File: src/hdl/cfb_pkg.sv
// ----------------------------------------------------------------------------
// cfb_pkg
// Shared types, constants and the CRC byte update for the CRC frame builder.
// ----------------------------------------------------------------------------
package cfb_pkg;

    // Item kinds carried in req_type
    localparam logic REQ_HEADER  = 1'b0;
    localparam logic REQ_PAYLOAD = 1'b1;

    // Frame bytes
    localparam logic [7:0] FRAME_DELIM = 8'hC0;
    localparam logic [7:0] FRAME_LEAD  = 8'h03;
    localparam logic [7:0] FRAME_PAD   = 8'h00;

    // Reset value of the generator polynomial
    localparam logic [15:0] CRC_POLY_RESET = 16'h1021;

    // Step counter: body lengths and trailer length
    localparam int unsigned STEP_W      = 4;
    localparam logic [STEP_W-1:0] HDR_LEN     = 4'd8;
    localparam logic [STEP_W-1:0] PAY_LEN     = 4'd1;
    localparam logic [STEP_W-1:0] TRAILER_LEN = 4'd3;

    // Input item
    typedef struct packed {
        logic        req_type;
        logic [31:0] addr;
        logic [7:0]  cmd_code;
        logic [7:0]  data_byte;
        logic        frame_end;
    } req_item_t;

    // Result item
    typedef struct packed {
        logic [7:0] out_byte;
        logic       frame_last;
        logic       run_last;
    } tx_item_t;

    // Direct MSB-first CRC over one byte. With a zero start value this equals
    // the augmented CRC after two trailing zero bytes.
    function automatic logic [15:0] crc_update(input logic [15:0] crc,
                                               input logic [7:0]  data,
                                               input logic [15:0] poly);
        logic [15:0] c;
        logic        fb;
        c = crc;
        for (int k = 7; k >= 0; k--)
        begin
            fb = c[15] ^ data[k];
            c  = {c[14:0], 1'b0};
            if (fb)
            begin
                c = c ^ poly;
            end
        end
        return c;
    endfunction

endpackage

File: src/hdl/cfb_in_stage.sv
// ----------------------------------------------------------------------------
// cfb_in_stage
// Input register: holds the item being serialized until its last byte leaves.
// ----------------------------------------------------------------------------
module cfb_in_stage
    import cfb_pkg::*;
(
    input  logic      clk,
    input  logic      rst_n,
    input  logic      req_valid,
    output logic      req_ready,
    input  req_item_t req_data,
    input  logic      item_done,
    output logic      item_valid,
    output req_item_t item
);

    logic      valid_reg;
    logic      valid_next;
    req_item_t item_reg;
    logic      take;

    // Accept a new transfer when empty or when the held item finishes now
    assign req_ready = !valid_reg || item_done;
    assign take      = req_valid && req_ready;

    always_comb
    begin
        valid_next = valid_reg;
        if (take)
        begin
            valid_next = 1'b1;
        end
        else if (item_done)
        begin
            valid_next = 1'b0;
        end
    end

    always_ff @(posedge clk or negedge rst_n)
    begin
        if (!rst_n)
        begin
            valid_reg <= 1'b0;
        end
        else
        begin
            valid_reg <= valid_next;
        end
    end

    // Hold the payload
    always_ff @(posedge clk)
    begin
        if (take)
        begin
            item_reg <= req_data;
        end
    end

    assign item_valid = valid_reg;
    assign item       = item_reg;

endmodule

File: src/hdl/cfb_serializer.sv
// ----------------------------------------------------------------------------
// cfb_serializer
// Step sequencer: picks the frame byte for each step and keeps the running CRC.
// ----------------------------------------------------------------------------
module cfb_serializer
    import cfb_pkg::*;
(
    input  logic        clk,
    input  logic        rst_n,
    input  logic [15:0] crc_poly,
    input  logic        item_valid,
    input  req_item_t   item,
    input  logic        load_ok,
    output logic        emit,
    output tx_item_t    result,
    output logic        item_done
);

    // Header byte positions
    localparam logic [2:0] HDR_DELIM = 3'd0;
    localparam logic [2:0] HDR_LEAD  = 3'd1;
    localparam logic [2:0] HDR_A0    = 3'd2;
    localparam logic [2:0] HDR_A1    = 3'd3;
    localparam logic [2:0] HDR_A2    = 3'd4;
    localparam logic [2:0] HDR_A3    = 3'd5;
    localparam logic [2:0] HDR_PAD   = 3'd6;
    localparam logic [2:0] HDR_CMD   = 3'd7;

    // Trailer byte positions
    localparam logic [STEP_W-1:0] TRL_CRC_HI = 4'd0;
    localparam logic [STEP_W-1:0] TRL_CRC_LO = 4'd1;
    localparam logic [STEP_W-1:0] TRL_DELIM  = 4'd2;

    logic [STEP_W-1:0] step_reg;
    logic [STEP_W-1:0] step_next;
    logic [15:0]       crc_reg;
    logic [15:0]       crc_next;
    logic              in_frame_reg;
    logic              in_frame_next;

    logic [STEP_W-1:0] body_len;
    logic [STEP_W-1:0] trl_idx;
    logic              is_header;
    logic              is_trailer;
    logic              last_step;
    logic              drop;
    logic              covered;
    logic              closing;
    logic [7:0]        sel_byte;

    // Decode the current step
    always_comb
    begin
        is_header  = (item.req_type == REQ_HEADER);
        body_len   = is_header ? HDR_LEN : PAY_LEN;
        is_trailer = (step_reg >= body_len);
        trl_idx    = step_reg - body_len;
        last_step  = item.frame_end ? (step_reg == body_len + TRAILER_LEN - 4'd1)
                                    : (step_reg == body_len - 4'd1);
        drop       = item_valid && !is_header && !in_frame_reg;
        emit       = item_valid && !drop && load_ok;
        item_done  = drop || (emit && last_step);
        covered    = !is_trailer && !(is_header && step_reg[2:0] == HDR_DELIM);
        closing    = is_trailer && (trl_idx == TRL_DELIM);
    end

    // Select the byte for this step
    always_comb
    begin
        sel_byte = FRAME_DELIM;
        if (is_trailer)
        begin
            unique case (trl_idx)
                TRL_CRC_HI: sel_byte = crc_reg[15:8];
                TRL_CRC_LO: sel_byte = crc_reg[7:0];
                default:    sel_byte = FRAME_DELIM;
            endcase
        end
        else if (is_header)
        begin
            unique case (step_reg[2:0])
                HDR_DELIM: sel_byte = FRAME_DELIM;
                HDR_LEAD:  sel_byte = FRAME_LEAD;
                HDR_A0:    sel_byte = item.addr[7:0];
                HDR_A1:    sel_byte = item.addr[15:8];
                HDR_A2:    sel_byte = item.addr[23:16];
                HDR_A3:    sel_byte = item.addr[31:24];
                HDR_PAD:   sel_byte = FRAME_PAD;
                HDR_CMD:   sel_byte = item.cmd_code;
            endcase
        end
        else
        begin
            sel_byte = item.data_byte;
        end
    end

    assign result.out_byte   = sel_byte;
    assign result.frame_last = closing;
    assign result.run_last   = last_step;

    // Advance the step, CRC and frame flag on each emitted byte
    always_comb
    begin
        step_next     = step_reg;
        crc_next      = crc_reg;
        in_frame_next = in_frame_reg;
        if (emit)
        begin
            step_next = last_step ? '0 : step_reg + 4'd1;
            if (is_header && !is_trailer && step_reg[2:0] == HDR_DELIM)
            begin
                crc_next      = '0;
                in_frame_next = 1'b1;
            end
            else if (covered)
            begin
                crc_next = crc_update(crc_reg, sel_byte, crc_poly);
            end
            else if (closing)
            begin
                crc_next      = '0;
                in_frame_next = 1'b0;
            end
        end
    end

    always_ff @(posedge clk or negedge rst_n)
    begin
        if (!rst_n)
        begin
            step_reg     <= '0;
            crc_reg      <= '0;
            in_frame_reg <= 1'b0;
        end
        else
        begin
            step_reg     <= step_next;
            crc_reg      <= crc_next;
            in_frame_reg <= in_frame_next;
        end
    end

endmodule

File: src/hdl/cfb_out_stage.sv
// ----------------------------------------------------------------------------
// cfb_out_stage
// Result register: holds one frame byte until the sink takes the transfer.
// ----------------------------------------------------------------------------
module cfb_out_stage
    import cfb_pkg::*;
(
    input  logic     clk,
    input  logic     rst_n,
    input  logic     emit,
    input  tx_item_t result,
    output logic     load_ok,
    output logic     tx_valid,
    input  logic     tx_ready,
    output tx_item_t tx_data
);

    logic     valid_reg;
    logic     valid_next;
    tx_item_t data_reg;

    // Load when empty or when the held byte leaves this cycle
    assign load_ok = !valid_reg || tx_ready;

    always_comb
    begin
        valid_next = valid_reg;
        if (emit)
        begin
            valid_next = 1'b1;
        end
        else if (tx_ready)
        begin
            valid_next = 1'b0;
        end
    end

    always_ff @(posedge clk or negedge rst_n)
    begin
        if (!rst_n)
        begin
            valid_reg <= 1'b0;
        end
        else
        begin
            valid_reg <= valid_next;
        end
    end

    // Hold the payload
    always_ff @(posedge clk)
    begin
        if (emit)
        begin
            data_reg <= result;
        end
    end

    assign tx_valid = valid_reg;
    assign tx_data  = data_reg;

endmodule

File: src/hdl/crc_frame_builder.sv
// ----------------------------------------------------------------------------
// crc_frame_builder
// Serializes command frames with a CRC-16 trailer, one byte per transfer.
// ----------------------------------------------------------------------------
// Path: an item waits in the input register and its first byte is loaded into
//   the output register once that register can take it.
// Throughput: one output byte per cycle while tx_ready is high. A payload item
//   gives one byte, a header eight, three more for a closing trailer; ignored
//   payloads give none. The single byte-wide output register sets the rate.
// Reset: asynchronous, clears both stages, the CRC, the frame flag and sets
//   the polynomial to 0x1021.
module crc_frame_builder
    import cfb_pkg::*;
(
    input  logic        clk,
    input  logic        rst_n,
    input  logic        cfg_valid,
    output logic        cfg_ready,
    input  logic [15:0] cfg_data,
    input  logic        req_valid,
    output logic        req_ready,
    input  req_item_t   req_data,
    output logic        tx_valid,
    input  logic        tx_ready,
    output tx_item_t    tx_data
);

    logic [15:0] poly_reg;
    logic        item_valid;
    req_item_t   item;
    logic        item_done;
    logic        load_ok;
    logic        emit;
    tx_item_t    result;

    // Polynomial register, always writable
    assign cfg_ready = 1'b1;

    always_ff @(posedge clk or negedge rst_n)
    begin
        if (!rst_n)
        begin
            poly_reg <= CRC_POLY_RESET;
        end
        else if (cfg_valid && cfg_ready)
        begin
            poly_reg <= cfg_data;
        end
    end

    cfb_in_stage u_in_stage (
        .clk        (clk),
        .rst_n      (rst_n),
        .req_valid  (req_valid),
        .req_ready  (req_ready),
        .req_data   (req_data),
        .item_done  (item_done),
        .item_valid (item_valid),
        .item       (item)
    );

    cfb_serializer u_serializer (
        .clk        (clk),
        .rst_n      (rst_n),
        .crc_poly   (poly_reg),
        .item_valid (item_valid),
        .item       (item),
        .load_ok    (load_ok),
        .emit       (emit),
        .result     (result),
        .item_done  (item_done)
    );

    cfb_out_stage u_out_stage (
        .clk      (clk),
        .rst_n    (rst_n),
        .emit     (emit),
        .result   (result),
        .load_ok  (load_ok),
        .tx_valid (tx_valid),
        .tx_ready (tx_ready),
        .tx_data  (tx_data)
    );

endmodule

File: config.mk
export PLATFORM = sky130hd
export DESIGN_NAME = crc_frame_builder
export DESIGN_NICKNAME = d
export VERILOG_FILES = /design/src/hdl/cfb_pkg.sv /design/src/hdl/cfb_in_stage.sv /design/src/hdl/cfb_serializer.sv /design/src/hdl/cfb_out_stage.sv /design/src/hdl/crc_frame_builder.sv
export SDC_FILE = /design/constraint.sdc
export NUM_CORES = 1
export LEC_CHECK = 0
export ABC_AREA = 0
export BUFFER_PORTS_ARGS = -buffer_cell sky130_fd_sc_hd__buf_2
export CAP_MARGIN = 20
export CORE_ASPECT_RATIO = 0.5
export CORE_MARGIN = 2
export CORE_UTILIZATION = 54
export CTS_BUF_LIST = sky130_fd_sc_hd__clkbuf_2 sky130_fd_sc_hd__clkbuf_4 sky130_fd_sc_hd__clkbuf_8
export CTS_CLUSTER_SIZE = 25
export DETAILED_ROUTE_END_ITERATION = 8
export PLACE_DENSITY_LB_ADDON = 0.12
export SKIP_LAST_GASP = 1
export SYNTH_ARGS = -nofsm -noshare
export SYNTH_HDL_FRONTEND = slang
export SYNTH_SLANG_ARGS = --single-unit
File: constraint.sdc
create_clock -name clk -period 5.8 [get_ports clk]
set_input_delay 0.29 -clock clk [delete_from_list [all_inputs] [get_ports clk]]
set_output_delay 0.29 -clock clk [all_outputs]
set_load 0.01 [all_outputs]
==> impl_metrics.py <==
metrics = {
    "clock_tree": {
        "clkLatencyLatePin_ns": 0.37,
        "cts_max_path_buffers": 2,
        "cts_inserted_buffers": 9,
        "cts_tree": "done",
        "post_cts_hold_buffer_count": 0,
        "tritoncts_num_sinks": 99,
        "clockRootBuffer": "sky130_fd_sc_hd__clkbuf_8",
        "clk_pin_slew_ns": 0.11,
        "htreeDepth": 3,
    },
    "timing": {
        "worst_pin_slew_ns": 0.974,
        "finalSetupViolCount": 0,
        "final_worst_clock_skew_ns": 0.0114,
        "maximum_achievable_frequency_mhz": 180,
        "slew_headroom_pct": 35.1,
        "final_period_minus_worst_setup_slack_ns": 5.56,
        "finalCritPeriodShare_pct": 95.8,
        "slew_limit_fails": 0,
        "report.final.hold_viol_count": 0,
    },
    "final_layout": {
        "syn2layout_area_growth_pct": 17.6,
        "final_layout_size_suffix_gt1_share_pct": 24.8,
        "area_of_all_placed_cells_without_fillers_mm2": 0.00794,
        "diodes": 0,
        "largest_reg_flops": 50,
        "finalNetCount": 853,
    },
    "detailed_routing": {
        "drtIter0Drc": 412,
        "remaining_drc_errors": 0,
        "detail_route.wl_per_cell_um": 18.1,
        "firstDrtPassIters": 5,
        "drt_wl_total_um": 17000,
        "detail-route-antenna-nets": 0,
        "route.detailed.vias_per_inst": 5.81,
        "routed-via-count": 5465,
    },
    "floorplanning": {
        "ios": 84,
        "die_w_um": 162,
        "initial_core_util_pct": 56.2,
        "floorplan.core_area_mm2": 0.0120,
        "core.rowCount": 28,
        "die_ar_mm2": 0.0135,
        "overall_die_height_um": 83.1,
    },
    "run": {
        "cap_violations": 0,
    },
    "global_route": {
        "grt_overflow": 0,
        "gr_usage_total_pct": 25.8,
        "grt_pass1_vias": 5251,
        "grt_max_degree": 40,
        "grt_first_pass_wirelength_um": 27400,
        "initial_antenna_violation_count": 0,
    },
    "setup_path": {
        "rr_startpoint": "u_serializer.step_reg[0]",
        "maximum_fanout_count_along_the_critical_path": 8,
        "r2r_setup_slack_ns": 0.24,
        "setup.worst_path.start_class": "flip-flop",
        "crit_type": "flip-flop to flip-flop",
        "worst_ep_required_time_ns": 6.08,
        "cp.arrival_ns": 5.84,
        "crit_path_start": "u_serializer.step_reg[0]",
        "end_kind": "flip-flop",
    },
    "synth": {
        "yosysWarnings": 0,
        "synth.avg_cell_area_um2": 9.87,
        "synth_cell_type_count": 74,
        "synth_seq_area_share_pct": 41.2,
        "synth_ff_type": "sky130_fd_sc_hd__edfxtp_1",
        "synth_enable_flop_cells": 60,
        "ys_seq_elements": 99,
        "synth.cell_area_mm2": 0.00675,
        "synth_cells": 684,
        "async_reset_ff_share_pct": 39.4,
        "synth_nets": 767,
    },
    "run_status": {
        "status": "finished, final reports clean",
    },
    "placed_design": {
        "dpl.hpwl_um": 12000,
        "placedInstanceArea_mm2": 0.00740,
        "placement.io_buffers": 82,
        "gp_congestion": 0.869,
    },
    "min_path": {
        "hold_path.class": "input pin to async pin",
    },
}
[synthesized netlist by cell type (8+ instances only)]
cell type / instances / area (um^2)
sky130_fd_sc_hd__nand2_1: 146 / 548
sky130_fd_sc_hd__xnor2_1: 80 / 701
sky130_fd_sc_hd__edfxtp_1: 60 / 1800
sky130_fd_sc_hd__clkbuf_1: 41 / 154
sky130_fd_sc_hd__o21ai_0: 37 / 185
sky130_fd_sc_hd__dfrtp_1: 36 / 901
sky130_fd_sc_hd__nor2_1: 19 / 71.3
sky130_fd_sc_hd__xnor3_1: 17 / 383
sky130_fd_sc_hd__inv_1: 16 / 60.1
sky130_fd_sc_hd__xor2_1: 15 / 131
sky130_fd_sc_hd__mux2_2: 14 / 158
sky130_fd_sc_hd__mux2i_1: 14 / 140
sky130_fd_sc_hd__nand3_1: 13 / 65.1
sky130_fd_sc_hd__ha_1: 12 / 150
sky130_fd_sc_hd__a21oi_1: 11 / 55.1
sky130_fd_sc_hd__a22o_1: 9 / 78.8
sky130_fd_sc_hd__nor2b_1: 9 / 56.3
sky130_fd_sc_hd__o21ai_1: 9 / 45.0
sky130_fd_sc_hd__a22oi_1: 8 / 60.1
sky130_fd_sc_hd__o211ai_1: 8 / 60.1
[critical path, stage by stage (launching register included)]
cell and delay [ns]:
sky130_fd_sc_hd__dfrtp_2 0.46, sky130_fd_sc_hd__inv_1 0.13, sky130_fd_sc_hd__ha_1 0.22, sky130_fd_sc_hd__nor2b_1 0.34, sky130_fd_sc_hd__a221oi_1 0.18, sky130_fd_sc_hd__a2111o_1 0.48, sky130_fd_sc_hd__and3_4 0.22, sky130_fd_sc_hd__or4_4 0.61
sky130_fd_sc_hd__o211ai_1 0.15, sky130_fd_sc_hd__o221ai_2 0.15, sky130_fd_sc_hd__xor2_2 0.26, sky130_fd_sc_hd__mux2i_1 0.23, sky130_fd_sc_hd__xnor3_1 0.46, sky130_fd_sc_hd__buf_4 0.17, sky130_fd_sc_hd__nand2b_1 0.17, sky130_fd_sc_hd__o221ai_4 0.29
sky130_fd_sc_hd__buf_12 0.15, sky130_fd_sc_hd__xnor2_4 0.16, sky130_fd_sc_hd__nand2_1 0.09, sky130_fd_sc_hd__xnor3_1 0.35, sky130_fd_sc_hd__o21ai_0 0.17
[stage by stage]
stage / TNS (ns) / worst slack [ns] / hold WS [ns] / utilization, % / std cells
final: 0 / 0.244 / 0.0663 / 66.1 / 940
after floorplan: 0 / 0.317 / -0.00559 / - / 684
after global routing: -0.234 / -0.0512 / 0.0565 / 66.1 / 940
after detailed placement: -0.186 / -0.0869 / 0.468 / 61.6 / 912
after CTS: 0 / 0.0333 / 0.0629 / 63.7 / 928
after global placement: 0 / 0.0729 / 0.467 / 61.5 / 911
[cells in the final DEF, fill, tap and decap left out, drive strengths merged, types with 3 or more instances in the layout]
cell type,n
edfxtp,60
mux2i,14
nand2,146
xnor3,17
a22o,9
a21oi,11
a22oi,8
o32ai,4
a221o,3
nand3,13
a211oi,3
o22ai,5
xor2,16
inv,20
and2,3
dfstp,3
and4,3
clkbuf,9
nor4,6
nor2,19
xnor2,82
a31oi,5
and3,5
nor2b,9
ha,12
o21a,3
o211ai,8
buf,123
or2,3
o21ai,46
nand2b,7
or3,4
a222oi,4
mux2,14
dfrtp,36
nor3,6
o221ai,3
[per-layer routing]
metal	vias up	global-route usage (%)	part of all wire [%]
met3	22	5.39	8.6
met4	0	5.15	1.1
li1	2582	-	-
met5	-	0	0
met2	267	39.4	44
met1	2594	38.2	46
[final cells by class]
| type | count | area, um^2 |
|---|---|---|
| clock buffer | 9 | 124 |
| clock inverter | 7 | 115 |
| fill | 963 | 4080 |
| inverter | 18 | 67.6 |
| multi-input combinational | 519 | 3880 |
| sequential | 99 | 2780 |
| tap | 165 | 206 |
| timing repair buffer | 123 | 758 |
[logic make-up after synthesis]
family                     share of synthesized area [%]
AOI/OAI and AO/OA                                   14.2
xor gates and xnor gates                            18.8
buffers and inverters                               4.06
and+or+nand+nor                                     15.0
muxes                                               4.41
DFF                                                 41.2
adders and majority gates                           2.22
other                                             0.0555
[path summary, 6_finish.rpt]
path | cells after the start | to
min reg2reg | 1 | u_serializer.in_frame_reg
max in group asynchronous | 1 | u_serializer.step_reg[0]
min | 1 | poly_reg[15]
min in group clk | 1 | u_in_stage.item[25]
max reg2reg | 20 | u_serializer.crc_reg[6]
max | 20 | u_serializer.crc_reg[6]
[timing repair]
action,CTS,global route
endpoints found under the hold margin,0,0
endpoints found under the setup margin,14,15
buffers inserted,0,11
cloned,0,1
gates resized for setup,1,30
pin swaps,0,9
Power is not shown: default switching activity piles up to over one toggle a cycle in this logic, so the estimate is an artifact.
